## config.mk

```make
export PLATFORM = sky130hd
export DESIGN_NAME = huff_outq
export DESIGN_NICKNAME = d
export VERILOG_FILES = /design/src/rtl/huff_pkg.sv /design/src/rtl/huff_outq.sv
export SDC_FILE = /design/constraint.sdc
export NUM_CORES = 1
export LEC_CHECK = 0
export BUFFER_PORTS_ARGS = -buffer_cell sky130_fd_sc_hd__buf_2
export CAP_MARGIN = 20
export CORE_ASPECT_RATIO = 1.2
export CORE_UTILIZATION = 49
export DETAILED_ROUTE_END_ITERATION = 16
export GPL_ROUTABILITY_DRIVEN = 1
export PLACE_DENSITY = 0.75
export SYNTH_ARGS = -nofsm -noshare
export SYNTH_HDL_FRONTEND = slang
export SYNTH_SLANG_ARGS = --single-unit
export TNS_END_PERCENT = 30
```

## constraint.sdc

```tcl
create_clock -name i_clk -period 1.9 [get_ports i_clk]
set_input_delay 0.285 -clock i_clk [delete_from_list [all_inputs] [get_ports i_clk]]
set_output_delay 0.285 -clock i_clk [all_outputs]
set_load 0.03 [all_outputs]
```

## src/rtl/huff_pkg.sv

```systemverilog
package huff_pkg;

    localparam int TREE_NODES_DEF = 256;
    localparam int ENTRY_W        = 18;
    localparam int QUEUE_DEPTH    = 2;

    localparam logic [8:0]  ROOT_NODE      = 9'h100;
    localparam logic [7:0]  GLYPH_LEAD     = 8'hEF;
    localparam logic [15:0] COUNT_MAX      = 16'hFFFF;
    localparam logic [15:0] MAX_LENGTH_RST = 16'hFFFF;

    localparam logic [1:0] KIND_TREE  = 2'd0;
    localparam logic [1:0] KIND_BYTE  = 2'd1;
    localparam logic [1:0] KIND_START = 2'd2;
    localparam logic [1:0] KIND_RSVD  = 2'd3;

    typedef enum logic [1:0] {
        OP_TREE,
        OP_BYTE,
        OP_START
    } t_op;

    typedef struct packed {
        logic [1:0] kind;
        logic [7:0] node_slot;
        logic [8:0] zero_child;
        logic [8:0] one_child;
        logic [7:0] stream_byte;
    } t_in_item;

    typedef struct packed {
        logic [7:0] symbol;
        logic       last;
        logic       status;
    } t_out_item;

    typedef struct packed {
        t_op        op;
        logic [7:0] node_slot;
        logic [8:0] zero_child;
        logic [8:0] one_child;
        logic [7:0] stream_byte;
    } t_cmd;

    typedef struct packed {
        logic valid;
        t_cmd cmd;
    } t_cmd_chan;

    typedef struct packed {
        logic      valid;
        t_out_item item;
    } t_res_chan;

endpackage

```

## src/rtl/huff_outq.sv

```systemverilog
module huff_outq
    import huff_pkg::*;
    (
    input  logic      i_clk,
    input  logic      i_rst_n,
    input  t_res_chan i_res,
    output logic      o_res_full,
    output logic      o_empty,
    output t_out_item o_out,
    input  logic      i_pop
    );

    localparam int PW = (QUEUE_DEPTH > 1) ? $clog2(QUEUE_DEPTH) : 1;
    localparam int CW = $clog2(QUEUE_DEPTH + 1);

    t_out_item     r_q [QUEUE_DEPTH];
    logic [PW-1:0] r_wptr;
    logic [PW-1:0] r_rptr;
    logic [CW-1:0] r_cnt;
    logic [CW-1:0] n_cnt;
    logic          w_wr;
    logic          w_rd;

    assign o_res_full = (r_cnt == CW'(QUEUE_DEPTH));
    assign o_empty    = (r_cnt == '0);
    assign w_wr       = i_res.valid && !o_res_full;
    assign w_rd       = i_pop && !o_empty;

    always_comb begin
        unique case ({w_wr, w_rd})
            2'b10: begin
                n_cnt = CW'(r_cnt + 1'b1);
            end
            2'b01: begin
                n_cnt = CW'(r_cnt - 1'b1);
            end
            default: begin
                n_cnt = r_cnt;
            end
        endcase
    end

    always_ff @(posedge i_clk) begin
        if (!i_rst_n) begin
            r_wptr <= '0;
            r_rptr <= '0;
            r_cnt  <= '0;
        end else begin
            if (w_wr) begin
                r_wptr <= PW'(r_wptr + 1'b1);
            end
            if (w_rd) begin
                r_rptr <= PW'(r_rptr + 1'b1);
            end
            r_cnt <= n_cnt;
        end
        if (w_wr) begin
            r_q[r_wptr] <= i_res.item;
        end
    end

    assign o_out = r_q[r_rptr];

endmodule

```

[After elaboration in Yosys (flattened, before gate mapping)]
Memory sizes are Yosys's and may differ from the RTL's. A register that Yosys moved wholly into a read port is not among the register bits.
Cells that the tools add are included.
Word-level totals
  flip-flop bits (word level): 4
  memory bits (writable): 20
  word-level logic and storage cells: 22
  memories kept: 1
Memory list
  r_q: words 2, width 10, rd ports 1, clocked after memory_dff 1, wr ports 1, line huff_outq.sv:16  | t_out_item r_q [QUEUE_DEPTH];
Operators by class
  $add $sub $neg: 4
  equality and inequality tests: 3
  multiplexer cells: 5
  reduce and logical (&&, ||, !) cells: 6
Operators with widths (count)
  $eq A2 B2 Y1 const B: 2
  $mux W1: 4
  $pmux W2 S2: 1
  $add A1 B1 Y1 const B: 2
  $add A2 B1 Y2 const B: 1
  $eq A2 B1 Y1 const B: 1
  $logic_and A1 B1 Y1: 2
  $logic_not A1 Y1: 2
  $logic_not A2 Y1: 1
  $reduce_bool A2 Y1: 1
  $sub A2 B1 Y2 const B: 1

[Longest topological paths before layout]
  depth in word-level cells: 5
  mapped depth: 6
  mapped depth without buffers: 6

[Worst setup path after synthesis]
OpenSTA, ideal clock, no wires.
  kind: register to register
  start point: register r_cnt[0]
  end point: memory r_q[0][0] (netlist bit), enable pin
  library setup time: 0.334 ns
  arrival: 1.180 ns
  setup slack: 0.386 ns
  stages on the path, launching flop included: 5
  path buffers: 0
  clock period less this slack: 1.514 ns
  cells stage by stage: dfxtp_1 -> nand2b_2 -> inv_2 -> or3_1 -> inv_1
Between the ends
  longest elaborated chain between the ends: 5
RTL lines
  start, declared: line huff_outq.sv:19  | logic [CW-1:0] r_cnt;
  start signal, assigned: line huff_outq.sv:55  | r_cnt <= n_cnt;
  $eq A2 B2 Y1: line huff_outq.sv:24  | assign o_res_full = (r_cnt == CW'(QUEUE_DEPTH));
  via o_res_full: line huff_outq.sv:7  | output logic o_res_full,
  $logic_not A1 Y1: line huff_outq.sv:26  | assign w_wr = i_res.valid && !o_res_full;
  $logic_and A1 B1 Y1: line huff_outq.sv:26
  $mux W1: line huff_outq.sv:57  | if (w_wr) begin
  $mux W1 (implied by the code): line huff_outq.sv:58  | r_q[r_wptr] <= i_res.item;
  end, declared: line huff_outq.sv:16
The timed path passes the listed nets, and every way through them passes these cells.

==> flow_summary.json <==
{
  "run_status": "complete, no violations",
  "clkSinkCount": 25,
  "min_path_type": "input pin to flop",
  "grt.total_usage_pct": 15.09,
  "startpoint_type": "flop",
  "finalClockSkew_ns": 0.003620,
  "cts.root.buffer_cell": "clkbuf_4",
  "area.growth.synth_to_final_pct": 17.99,
  "p_comb_share_pct": 37.2,
  "power_frac_seq_pct": 48.9,
  "synth.most_common_cell": "edfxtp_1",
  "synth-main-ff-cell": "edfxtp_1",
  "leakagePower_nw": 0.4487,
  "drv.max_cap_violation_count": 0,
  "hold-worst-slack_ns": 0.1596,
  "post_drt_via_cell_ratio": 5.333,
  "fin_crit_sh_pct": 92.67,
  "report.final.setup_viol": 0,
  "ys_top_cells_by_area": "edfxtp_1 (63%), mux2_2 (12%), dfxtp_1 (11%)",
  "clock_slew_at_reported_path_ffs_ns": 0.12,
  "io_pins": 26,
  "ctsHtreeMaxLevel": 1,
  "cts_buffers": 3,
  "drt_iter0_drc": 5,
  "via_count": 560,
  "tightest_slew_ns": 0.4553,
  "synth_sequential_area_ratio_pct": 74.07,
  "grt_pass1_wl_mm": 2.208,
  "post_dr_wirelength_cell_um": 13.36,
  "crit_path_end_kind": "output pin",
  "net_switching_fraction_of_the_power_pct": 36.31,
  "yosys_register_bits": 25,
  "net_load_switching_power_w": 0.0005780,
  "worst-endpoint-required_ns": 1.62,
  "finalNetCount": 102,
  "firstDrtPassIters": 4,
  "first_global_vias": 524,
  "hold_violations": 0,
  "setup.worst_path.class": "flop to output pin",
  "placement.setup.worst_slack_ns": 0.2946,
  "tritoncts_clock_tree": "done",
  "routed_wirelength_mm": 1.403,
  "drt.antenna.violating_nets": 0,
  "synth_nets": 73,
  "antenna_violations_before_repair": 0,
  "floorplan.core_area_um2": 1829,
  "synth-edff-count": 20,
  "synth_top_area_cell": "edfxtp_1",
  "final_max_slew_viol_count": 0,
  "yosysTopAreaCellShare_pct": 63.49,
  "port-buffer-count": 25,
  "maximum_clock_frequency_mhz": 567.9,
  "clockPowerShare_pct": 13.9,
  "final_layout_size_suffix_gt1_share_pct": 46.51,
  "synth-async-reset-ratio_pct": 0,
  "cts_hold_buffers": 0,
  "power.internal_w": 0.001014,
  "pwr_density_cell_nw_per_um2": 1426,
  "layoutNonFillerInstCount": 105,
  "worst_ir_drop_vdd_mv": 0.9708,
  "antenna-diode-count": 0,
  "cp_data_arrival_time_ns": 1.48,
  "netlist_top_cells_count": "edfxtp_1 (20), mux2_2 (10), dfxtp_1 (5)",
  "fp.dieArea_um2": 2111,
  "fp.dieW_um": 42.11,
  "grt_overflow": 0,
  "gpl.final_weighted_congestion": 0.6243,
  "die_height_um": 50.13,
  "insertion_delay_ns": 0.30,
  "synth.lib_cells_used.distinct": 17,
  "timing.setup.tns_ns": 0,
  "grt_max_degree": 14,
  "synth_warnings": 0,
  "post_cts_buffers": 0,
  "dpl.hpwl_mm": 1.058,
  "postSynthAreaPerCell_um2": 16.31,
  "synthCells": 58,
  "cts_resized": 0,
  "timing.max_slew.rel_slack_pct": 69.65,
  "layout_setup_ws_ns": 0.1393,
  "std_cell_rows": 17,
  "timing.critical_path.fanout_max": 10,
  "initial_utilization_pct": 51.71,
  "netlist_area_um2": 945.9,
  "period_needed_ns": 1.761,
  "rsz0062_at_grt": "false",
  "detail_route.drc_violations": 0,
  "placedCellCount": 101,
  "maximum_clock_insertion_buffer_count": 2
}
-- sequential cells by signal, summed over array words and instances, names as in the netlist, named ones only --
signal,flops
r_wptr,1
r_cnt,2
r_rptr,1
r_q,20
-- per-layer routing --
metal / up-vias / wire length [um] / global-route usage (%)
met2: 21 / 732 / 26.56
li1: 269 / - / -
met4: 0 / 44 / 10.94
met5: - / 0 / 0
met3: 4 / 78 / 4.317
met1: 266 / 547 / 14.88
-- worst paths after layout --
path / startpoint / end / cells after the start / slack (ns)
hold reg to reg: r_wptr / r_wptr / 2 / 0.53
setup / recovery: flop / o_out[7] / 2 / 0.14
setup reg to reg: r_cnt[0] / r_q[0][8] / 4 / 0.29
hold / removal: i_res[8] / r_q[1][8] / 1 / 0.16
-- placed cells by master, fill, tap and decap left out --
| cell type | n |
|---|---|
| edfxtp_1 | 20 |
| nand2_1 | 1 |
| xnor2_1 | 2 |
| inv_1 | 3 |
| and3_1 | 1 |
| clkbuf_4 | 3 |
| o21ai_0 | 2 |
| o21a_1 | 1 |
| dfxtp_1 | 5 |
| inv_2 | 1 |
| clkbuf_1 | 1 |
| a21oi_1 | 2 |
| nand2b_2 | 1 |
| mux2_2 | 10 |
| xor2_1 | 1 |
| ha_1 | 1 |
| buf_2 | 25 |
| or3_1 | 2 |
| nor2_1 | 4 |
-- cell families after synthesis --
logic type | share of synthesized area, %
flip-flops | 74.07
adder cells (fa/ha/maj) | 1.323
buffers and inverters | 2.115
XOR/XNOR | 2.778
multiplexers | 11.90
AND/OR/NAND/NOR | 4.894
AO/OA/AOI/OAI | 2.910
-- area by class of cell --
class                           count  area [um2]
Tap cell                           19       23.77
Fill cell                         149       713.2
Clock buffer                        4       26.28
Timing Repair Buffer               25       125.1
Multi-Input combinational cell     28       225.2
Sequential cell                    25       700.7
Inverter                            4       15.01
-- through the flow --
step | area (um2) | util, % | total power, W
after detailed placement | 1090 | 59.58 | 0.001389
after CTS | 1116 | 61.01 | 0.001608
after global routing | 1116 | 61.01 | 0.001683
after floorplan | 945.9 | - | 0.001237
after global placement | 1090 | 59.58 | 0.001367
final | 1116 | 61.01 | 0.001592
-- power by group through the flow --
stage / clock [W] / combinational, W / sequential [W]
floorplan: 0 / 0.000488 / 0.000749
global placement: 0 / 0.000582 / 0.000786
detailed placement: 0 / 0.000595 / 0.000793
CTS: 0.000228 / 0.000599 / 0.000781
global route: 0.000252 / 0.000637 / 0.000794
finish: 0.000221 / 0.000592 / 0.000778
-- critical path: stages (launching register included) --
cell and delay (ns):
dfxtp_1 0.60, mux2_2 0.39, buf_2 0.18
Note: power is estimated with default switching activity, not from simulation.
