### src/rtl/huff_pkg.sv
package huff_pkg;

    localparam int TREE_NODES_DEF = 256;
    localparam int ENTRY_W        = 18;
    localparam int QUEUE_DEPTH    = 2;

    localparam logic [8:0]  ROOT_NODE      = 9'h100;
    localparam logic [7:0]  GLYPH_LEAD     = 8'hEF;
    localparam logic [15:0] COUNT_MAX      = 16'hFFFF;
    localparam logic [15:0] MAX_LENGTH_RST = 16'hFFFF;

    localparam logic [1:0] KIND_TREE  = 2'd0;
    localparam logic [1:0] KIND_BYTE  = 2'd1;
    localparam logic [1:0] KIND_START = 2'd2;
    localparam logic [1:0] KIND_RSVD  = 2'd3;

    typedef enum logic [1:0] {
        OP_TREE,
        OP_BYTE,
        OP_START
    } t_op;

    typedef struct packed {
        logic [1:0] kind;
        logic [7:0] node_slot;
        logic [8:0] zero_child;
        logic [8:0] one_child;
        logic [7:0] stream_byte;
    } t_in_item;

    typedef struct packed {
        logic [7:0] symbol;
        logic       last;
        logic       status;
    } t_out_item;

    typedef struct packed {
        t_op        op;
        logic [7:0] node_slot;
        logic [8:0] zero_child;
        logic [8:0] one_child;
        logic [7:0] stream_byte;
    } t_cmd;

    typedef struct packed {
        logic valid;
        t_cmd cmd;
    } t_cmd_chan;

    typedef struct packed {
        logic      valid;
        t_out_item item;
    } t_res_chan;

endpackage

### src/rtl/huff_front.sv
module huff_front
    import huff_pkg::*;
    (
    input  logic      i_clk,
    input  logic      i_rst_n,
    input  logic      i_push,
    input  t_in_item  i_in,
    output logic      o_full,
    output t_cmd_chan o_cmd,
    input  logic      i_cmd_pop
    );

    localparam int PW = (QUEUE_DEPTH > 1) ? $clog2(QUEUE_DEPTH) : 1;
    localparam int CW = $clog2(QUEUE_DEPTH + 1);

    t_cmd          r_q [QUEUE_DEPTH];
    logic [PW-1:0] r_wptr;
    logic [PW-1:0] r_rptr;
    logic [CW-1:0] r_cnt;
    logic [PW-1:0] n_wptr;
    logic [PW-1:0] n_rptr;
    logic [CW-1:0] n_cnt;
    t_cmd          w_cmd;
    logic          w_wr;
    logic          w_rd;

    always_comb begin
        w_cmd.node_slot   = i_in.node_slot;
        w_cmd.zero_child  = i_in.zero_child;
        w_cmd.one_child   = i_in.one_child;
        w_cmd.stream_byte = i_in.stream_byte;
        unique case (i_in.kind)
            KIND_TREE: begin
                w_cmd.op = OP_TREE;
            end
            KIND_BYTE: begin
                w_cmd.op = OP_BYTE;
            end
            default: begin
                w_cmd.op = OP_START;
            end
        endcase
    end

    // Items of the reserved kind are taken and dropped here.
    assign o_full = (r_cnt == CW'(QUEUE_DEPTH));
    assign w_wr   = i_push && !o_full && (i_in.kind != KIND_RSVD);
    assign w_rd   = i_cmd_pop && (r_cnt != '0);

    always_comb begin
        n_wptr = w_wr ? PW'(r_wptr + 1'b1) : r_wptr;
        n_rptr = w_rd ? PW'(r_rptr + 1'b1) : r_rptr;
        unique case ({w_wr, w_rd})
            2'b10: begin
                n_cnt = CW'(r_cnt + 1'b1);
            end
            2'b01: begin
                n_cnt = CW'(r_cnt - 1'b1);
            end
            default: begin
                n_cnt = r_cnt;
            end
        endcase
    end

    always_ff @(posedge i_clk) begin
        if (!i_rst_n) begin
            r_wptr <= '0;
            r_rptr <= '0;
            r_cnt  <= '0;
        end else begin
            r_wptr <= n_wptr;
            r_rptr <= n_rptr;
            r_cnt  <= n_cnt;
        end
        if (w_wr) begin
            r_q[r_wptr] <= w_cmd;
        end
    end

    assign o_cmd.valid = (r_cnt != '0);
    assign o_cmd.cmd   = r_q[r_rptr];

endmodule

### config.mk
export PLATFORM = sky130hd
export DESIGN_NAME = huff_front
export DESIGN_NICKNAME = d
export VERILOG_FILES = /design/src/rtl/huff_pkg.sv /design/src/rtl/huff_front.sv
export SDC_FILE = /design/constraint.sdc
export NUM_CORES = 1
export LEC_CHECK = 0
export CAP_MARGIN = 25
export CORE_AREA = 5 5 75 77
export DETAILED_ROUTE_END_ITERATION = 8
export DIE_AREA = 0 0 80 82
export DONT_BUFFER_PORTS = 1
export PLACE_DENSITY = 0.8
export SLEW_MARGIN = 20
export SYNTH_ARGS = -nofsm -noshare
export SYNTH_HDL_FRONTEND = slang
export SYNTH_SLANG_ARGS = --single-unit
export TNS_END_PERCENT = 20
### constraint.sdc
create_clock -name i_clk -period 4.1 [get_ports i_clk]
set_clock_uncertainty 0.15 [all_clocks]
set_input_delay 0.205 -clock i_clk [delete_from_list [all_inputs] [get_ports i_clk]]
set_output_delay 0.205 -clock i_clk [all_outputs]
set_load 0.02 [all_outputs]
# Word level (Yosys, flattened, before mapping)
# Memory sizes are Yosys's and may differ from the RTL's. A register that Yosys moved wholly into a read port is not among the register bits.
# Index checks and enable logic that the tools add are counted.
# totals
elab_cells	26
in_bits	40
mem_count	1
reg_bits	4
out_inout_bits	38
mem_bits_rw	72
# mem_list
memory	depth	word_bits	read_ports	rd_clocked_by_memory_dff	wr	line_no	source
r_q	2	36	1	1	1	huff_front.sv:16	t_cmd r_q [QUEUE_DEPTH];
# op_classes
eq_ne	5
n_addsub	4
reduce_logical	7
n_mux	6
# op_table
operator	count
case mux 2 bit (2 select lines)	2
== test 2 x 1 -> 1 bit, second input constant	2
== test 2 bit, second input constant	2
two-way mux 1 bit	4
nonzero test 2 bit	2
logical AND 1 bit	3
adder 1 bit, second input constant	2
adder 2 x 1 -> 2 bit, second input constant	1
zero test 2 bit	1
!= test 2 bit, second input constant	1
subtractor 2 x 1 -> 2 bit, second input constant	1
zero test 1 bit	1

# Depth between registers and ports, before layout
# Gate-level depths: netlist (run 1).
# logic_depth
ltp_word	6
depth_mapped	6
ltp_nobuf	6

# Worst setup path before layout (run 1)
# No wires, ideal clock.
# synth_timing
path_type	register to register
from	register r_cnt[0]
to	memory r_q[0][0] (netlist bit), enable pin
t_required_ps	3521
path_stages_with_launch	4
setup_time_ps	429
setup_slack_ps	1197
synth_period_minus_slack_ps	2903
arrival_time_ps	2324
path_buffers	0
path_cell_list	dfxtp_1 > nor2b_1 > nand3b_1 > nor2_1
# synth_via
elab_chain_len	6
# synth_rtl
item	line_no	source
start: declaration	huff_front.sv:19	logic [CW-1:0] r_cnt;
start signal: assignment	huff_front.sv:74	r_cnt <= n_cnt;
== test 2 bit	huff_front.sv:46	assign o_full = (r_cnt == CW'(QUEUE_DEPTH));
named net o_full	huff_front.sv:8	output logic o_full,
zero test 1 bit	huff_front.sv:47	assign w_wr = i_push && !o_full && (i_in.kind != KIND_RSVD);
logical AND 1 bit (2 in a row)	huff_front.sv:47	
two-way mux 1 bit	huff_front.sv:76	if (w_wr) begin
two-way mux 1 bit (not written as such)	huff_front.sv:77	r_q[r_wptr] <= w_cmd;
end: declaration	huff_front.sv:16	
# The timed path passes the listed nets, and every way through them passes these cells.

# Worst setup path after layout (run 1)
# layout_timing
from	register r_cnt[1]
to	register r_cnt[1]
# layout_via
elab_chain_len	6
word_cells_on_any_way	12
cone_classes	2 x add/sub; 3 x eq/ne; 1 x mux; 6 x reduce/logical
# layout_rtl
item	line_no	source
== test 2 bit *	huff_front.sv:46	
named net o_full	huff_front.sv:8	
zero test 1 bit *	huff_front.sv:47	
logical AND 1 bit * (2 in a row)	huff_front.sv:47	
== test 2 x 1 -> 1 bit / == test 2 bit (equally long branches)	huff_front.sv:53	unique case ({w_wr, w_rd})
case mux 2 bit (2 select lines) / nonzero test 2 bit (equally long branches)	-	
# Mark *: on every way through the listed nets, which the timed path passes. The rest lies on a longest branch.
# A chain may end at the register's enable or synchronous reset.

==> results of run 1 <==
-- metrics by stage --
step,setup slack [ns],total power [mW],utilization,instance area (µm²)
final,1.89,2.13,0.717,3540
after global placement,1.86,1.49,0.589,2910
after floorplan,1.20,1.45,-,2830
after global routing,1.78,2.22,0.717,3540
after CTS,1.70,2.13,0.706,3490
after detailed placement,1.72,1.51,0.589,2910
-- Yosys cell counts, drive strengths merged --
library cell / n / area share
a21boi: 1 / 0.0026
and2: 1 / 0.0022
buf: 4 / 0.0071
clkbuf: 1 / 0.0013
dfxtp: 5 / 0.035
edfxtp: 72 / 0.76
ha: 1 / 0.0044
inv: 1 / 0.0013
mux2: 36 / 0.14
mux2i: 1 / 0.0035
nand2: 3 / 0.0040
nand3b: 1 / 0.0026
nor2: 2 / 0.0026
nor2b: 4 / 0.0088
o21a: 1 / 0.0026
o21ai: 1 / 0.0018
or2: 1 / 0.0022
or3: 1 / 0.0022
xnor2: 3 / 0.0093
-- final cells by class --
| type | instances | share of cell area |
|---|---|---|
| flip-flops and latches | 77 | 0.639 |
| inverters | 1 | 0.00106 |
| repair buffers | 39 | 0.120 |
| multi-input cells | 57 | 0.158 |
| well taps | 70 | 0.0247 |
| clock inverters | 6 | 0.0219 |
| clock buffers | 10 | 0.0360 |
-- state kept, by name, summed over array words and instances, names as in the netlist, named ones only --
signal / flops
r_q: 72
r_wptr: 1
r_cnt: 2
r_rptr: 1
-- tightest hold or removal path, delay by kind of cell --
kind	cells	cell delay [ns]
and+or+nand+nor	1	0.10
xor gates and xnor gates	1	0.10
AOI/OAI and AO/OA	1	0.14
-- power by group --
group	internal (mW)	switching [mW]
logic	0.205	0.291
registers	0.968	0.0801
clock network	0.336	0.252
-- cells by family after synthesis --
group | count (synthesis) | synth area share
DFF | 77 | 0.798
muxes | 37 | 0.147
and+or+nand+nor | 13 | 0.0247
buffers and inverters | 6 | 0.00971
AOI/OAI and AO/OA | 3 | 0.00706
xor gates and xnor gates | 3 | 0.00927
adders and majority gates | 1 | 0.00441
-- final timing paths --
path / slack [ns] / start / endpoint / cells past startpoint
hold reg to reg: 0.38 / r_cnt[1]$_SDFFE_PN0P_ / r_cnt[1]$_SDFFE_PN0P_ / 2
setup / recovery: 1.89 / r_cnt[1]$_SDFFE_PN0P_ / r_cnt[1]$_SDFFE_PN0P_ / 5
hold / removal: 0.09 / i_cmd_pop / flip-flop / 3
setup reg to reg: 1.89 / r_cnt[1]$_SDFFE_PN0P_ / r_cnt[1]$_SDFFE_PN0P_ / 5
-- routing by layer --
metal | wire (µm) | GRT usage
met5 | 0 | 0
met4 | 99 | 0.0912
met3 | 310 | 0.0592
met2 | 2910 | 0.299
met1 | 1730 | 0.153
==> metrics.md, run 1 <==
| Metric | Value |
|---|---|
| Status | `finished, final reports clean` |
| Achievable Freq | `0.453 GHz` |
| Largest net degree at the start of global routing | `37` |
| Crit path arrival time | `2.34 ns` |
| Worst EP required | `4.23 ns` |
| Die Ht | `82 µm` |
| Final wirelength | `5.05 mm` |
| Register bit total from synthesis | `77` |
| Vias per cell | `5.23` |
| Tmin final | `2.21 ns` |
| Setup bufs post-CTS | `0` |
| Placer Congestion | `0.722` |
| Post-cts sizing count | `0` |
| Clk root buf | `clkbuf_8` |
| Worst stage delay on the critical path | `~0.40 ns` |
| Placed insts | `around 210` |
| H-tree Lvls | `3` |
| Crit-path max FO | `5` |
| Avg Synthesized Cell Area | `20.2 µm²` |
| Most common cell after layout, fill and taps aside | `edfxtp_1` |
| Cell Rows | `26` |
| CP Cell Sequence | `nor2b_1, nand3b_1, ha_1, or3_1, a21boi_1` |
| Starting DRC count in detailed routing | `51` |
| DIE WIDTH | `80 µm` |
| Post-synth cell types | `19` |
| Core Area | `just under 5000 µm²` |
| Hold slack final | `0.0867 ns` |
| RSZ-0062 raised after global routing | `no` |
| First-pass GRT wire length | `7.34 mm` |
| Ports | `a little under 80` |
| Top cell family by delay on the critical path | `simple AND/OR/NAND/NOR gates` |
| Clk buf depth | `2` |
| Post-Syn Nets | `about 180` |
| Buf+Inv Stages, Crit Path | `0` |
| Post-route ant nets | `0` |
| Peak supply drop | `0.000363 V` |
| Area of the multi-input gates | `around 560 µm²` |
| Vias in the first global route | `about 1,500` |
| # nets final | `226` |
| Fin. Hold Viols | `0` |
| Most frequent cells in the layout | `edfxtp_1 (72), dlygate4sd3_1 (37), mux2_2 (36), clkbuf_8 (9)` |
| Max Cap Viol | `0` |
| Routed WL per cell | `19.4 µm` |
| Filler cells | `319` |
| Syn Inst Count | `140` |
| Leakage | `around 1.2 nW` |
| Final setup violation count | `0` |
| CTS tree | `yes` |
| CP startpoint kind | `flip-flop` |
| TritonRoute pass-1 iters | `4` |
| Grt total ovfl | `0` |
| PD cells | `602 nW/µm²` |
| Final std cells w/o fill | `260` |
| Area Overhead vs Synth | `25.1%` |
| Register Area | `between 2000 and 2500 µm²` |
| Worst-path clk slew | `approximately 0.070 ns` |
| Fin crit share | `0.539` |
| Share of cells above drive strength 1 | `0.289` |
| Worst Setup End Kind | `flip-flop` |
| Initial Utilization | `0.573` |
| Mapped Area | `2830 µm²` |
| Hold_buf cts | `37` |
| Min-delay worst type | `primary input to flip-flop` |
| Slew headroom | `0.442` |
| DRC violations left | `0` |
| GRT Overall Usage | `0.162` |
| Worst slew pin tran | `0.837 ns` |
| Critical Path Slowest Stage Cell | `nor2b_1` |
| Ant diodes | `0` |
| Post-synthesis sequential area ratio | `0.798` |
| Sum Neg Setup Slack | `0 ns` |
| DR vias | `1,361` |
| Port Buf Inserts | `0` |
| WS Path Type | `flip-flop to flip-flop` |
| Clock Latency Late Sink | `0.34 ns` |
| Die ar. | `6560 µm²` |
| Yosys warning total | `0` |
| Clk sink count | `77` |
| Max-slew violations | `0` |
| Initial antenna violation count | `0` |
| Total CTS buffers | `9` |
No activity file was read; power rests on OpenSTA's default activity.
==> inputs of run 2 (changes only) <==
- CORE_AREA: 5 5 75 77 -> 5 5 78 80
- DIE_AREA: 0 0 80 82 -> 0 0 83 85
- PLACE_DENSITY: 0.8 -> 0.78
- clock period: 4.1 -> 1.9 ns (I/O delays scaled with it)
==> metrics.md, run 2 (same netlist as run 1, synthesis figures left out) <==
| Metric | Value |
|---|---|
| Vias in the first global route | `around 1,500` |
| Hpwl dp | `around 3.2 mm` |
| Top flop regs | `r_q: 72 flops, r_cnt: 2 flops` |
| Worst EP required | `approximately 2 ns` |
| Max-slew violations | `0` |
| DRC violations left | `0` |
| # nets final | `233` |
| H-tree Lvls | `3` |
| Cell Rows | `27` |
| Die ar. | `~7100 µm²` |
| Initial antenna violation count | `0` |
| Status | `finished, final reports clean` |
| Ports | `78` |
| Largest net degree at the start of global routing | `23` |
| Clk buf depth | `2` |
| Setup bufs post-CTS | `0` |
| Fin. Hold Viols | `0` |
| Area Overhead vs Synth | `28.7%` |
| Core Area | `5340 µm²` |
| Leakage | `roughly 1.2 nW` |
| Final setup violation count | `0` |
| Fin crit share | `0.923` |
| TritonRoute pass-1 iters | `4` |
| Crit-path max FO | `5` |
| Peak supply drop | `about 0.0009 V` |
| Max Cap Viol | `0` |
| Crit path arrival time | `1.85 ns` |
| Tot Pwr | `roughly 4.8 mW` |
| Clock Latency Late Sink | `0.32 ns` |
| Die Ht | `85 µm` |
| Worst Setup End Kind | `flip-flop` |
| Most frequent cells in the layout | `edfxtp_1 (72), dlygate4sd3_1 (39), mux2_2 (36), clkbuf_8 (9), buf_12 (4)` |
| Biggest register | `r_q` |
| Worst-path clk slew | `around 0.07 ns` |
| Starting DRC count in detailed routing | `73` |
| CP startpoint kind | `flip-flop` |
| CTS tree | `yes` |
| Sum Neg Setup Slack | `0 ns` |
| Grt total ovfl | `0` |
| Largest register FFs | `72` |
| Slew headroom | `0.802` |
| Register Area | `between 2000 and 2500 µm²` |
| Min-delay worst type | `primary input to flip-flop` |
| First-pass GRT wire length | `7.52 mm` |
| GRT Overall Usage | `0.142` |
| Worst slew pin tran | `0.297 ns` |
| Share of cells above drive strength 1 | `0.321` |
| Ant diodes | `0` |
| RSZ-0062 raised after global routing | `no` |
| Port Buf Inserts | `0` |
| Final wirelength | `between 4 and 5 mm` |
| PD cells | `1310 nW/µm²` |
| Tmin final | `1.75 ns` |
| Filler cells | `around 380` |
| Total CTS buffers | `9` |
| Placed insts | `roughly 210` |
| Final std cells w/o fill | `between 200 and 300` |
| Clk sink count | `77` |
| Post-route ant nets | `0` |
| Post-cts sizing count | `0` |
| Clk root buf | `clkbuf_8` |
| Achievable Freq | `between 0.5 and 0.6 GHz` |
| Finished Core Util | `0.683` |
| Area of the multi-input gates | `567 µm²` |
| Initial Utilization | `0.531` |
| Hold slack final | `about 0.034 ns` |
| DIE WIDTH | `83 µm` |
| Routed WL per cell | `18.0 µm` |
| DR vias | `around 1,400` |
| Most common cell after layout, fill and taps aside | `edfxtp_1` |
| Placer Congestion | `0.704` |
| WS Path Type | `flip-flop to flip-flop` |
| Vias per cell | `a little over 5` |
-- run 2: cell count changes in the layout (fill, tap and decap cells not counted), moves of 2 or more --
| cell | change |
|---|---|
| buf_16 | -2 |
| buf_4 | +3 |
| buf_12 | +4 |
| dfxtp_1 | -2 |
| dlygate4sd3_1 | +2 |
| dfxtp_2 | +2 |
-- run 2: where the power goes --
group          leakage, nW  internal (mW)  switching (mW)
Sequential           0.710           2.09          0.0762
Clock                0.114          0.854           0.516
Combinational        0.402          0.489           0.740
-- run 2: layout make-up --
class / count / area share
inverters: 1 / 0.00103
flip-flops and latches: 77 / 0.621
clock inverters: 6 / 0.0281
repair buffers: 46 / 0.135
clock buffers: 9 / 0.0340
well taps: 72 / 0.0247
multi-input cells: 57 / 0.155
-- run 2: worst max-delay path, stage by stage (launching register included) --
cell and delay (ns):
dfxtp_2 0.36, nor2b_4 0.22, nand3b_1 0.16, ha_1 0.27
or3_1 0.36, a21boi_1 0.16
-- run 2: timing repair --
item,CTS,global route
endpoints found under the hold margin,77,0
endpoints found under the setup margin,0,0
hold buffers,39,0
-- run 2: final timing paths --
path / startpoint / endpoint / slack [ns] / depth (start not counted)
setup / recovery: r_cnt[1]$_SDFFE_PN0P_ / r_cnt[1]$_SDFFE_PN0P_ / 0.15 / 5
hold / removal: i_in[34] / r_wptr$_SDFFE_PN0N_ / 0.03 / 4
setup reg to reg: r_cnt[1]$_SDFFE_PN0P_ / r_cnt[1]$_SDFFE_PN0P_ / 0.15 / 5
hold reg to reg: r_cnt[1]$_SDFFE_PN0P_ / r_cnt[1]$_SDFFE_PN0P_ / 0.36 / 2
-- run 2: stage by stage --
step / worst slack, ns / instance area (µm²)
2_1_floorplan: -0.0395 / 2860
3_5_place_dp: 0.152 / 3030
4_1_cts: 0.128 / 3650
6_report: 0.147 / 3650
5_1_grt: 0.0410 / 3650
3_3_place_gp: 0.251 / 3030
-- run 2: routing by layer --
layer	global-route usage	wire length, µm
met5	0	0
met4	0.0624	61
met3	0.0602	249
met2	0.257	2750
met1	0.144	1780
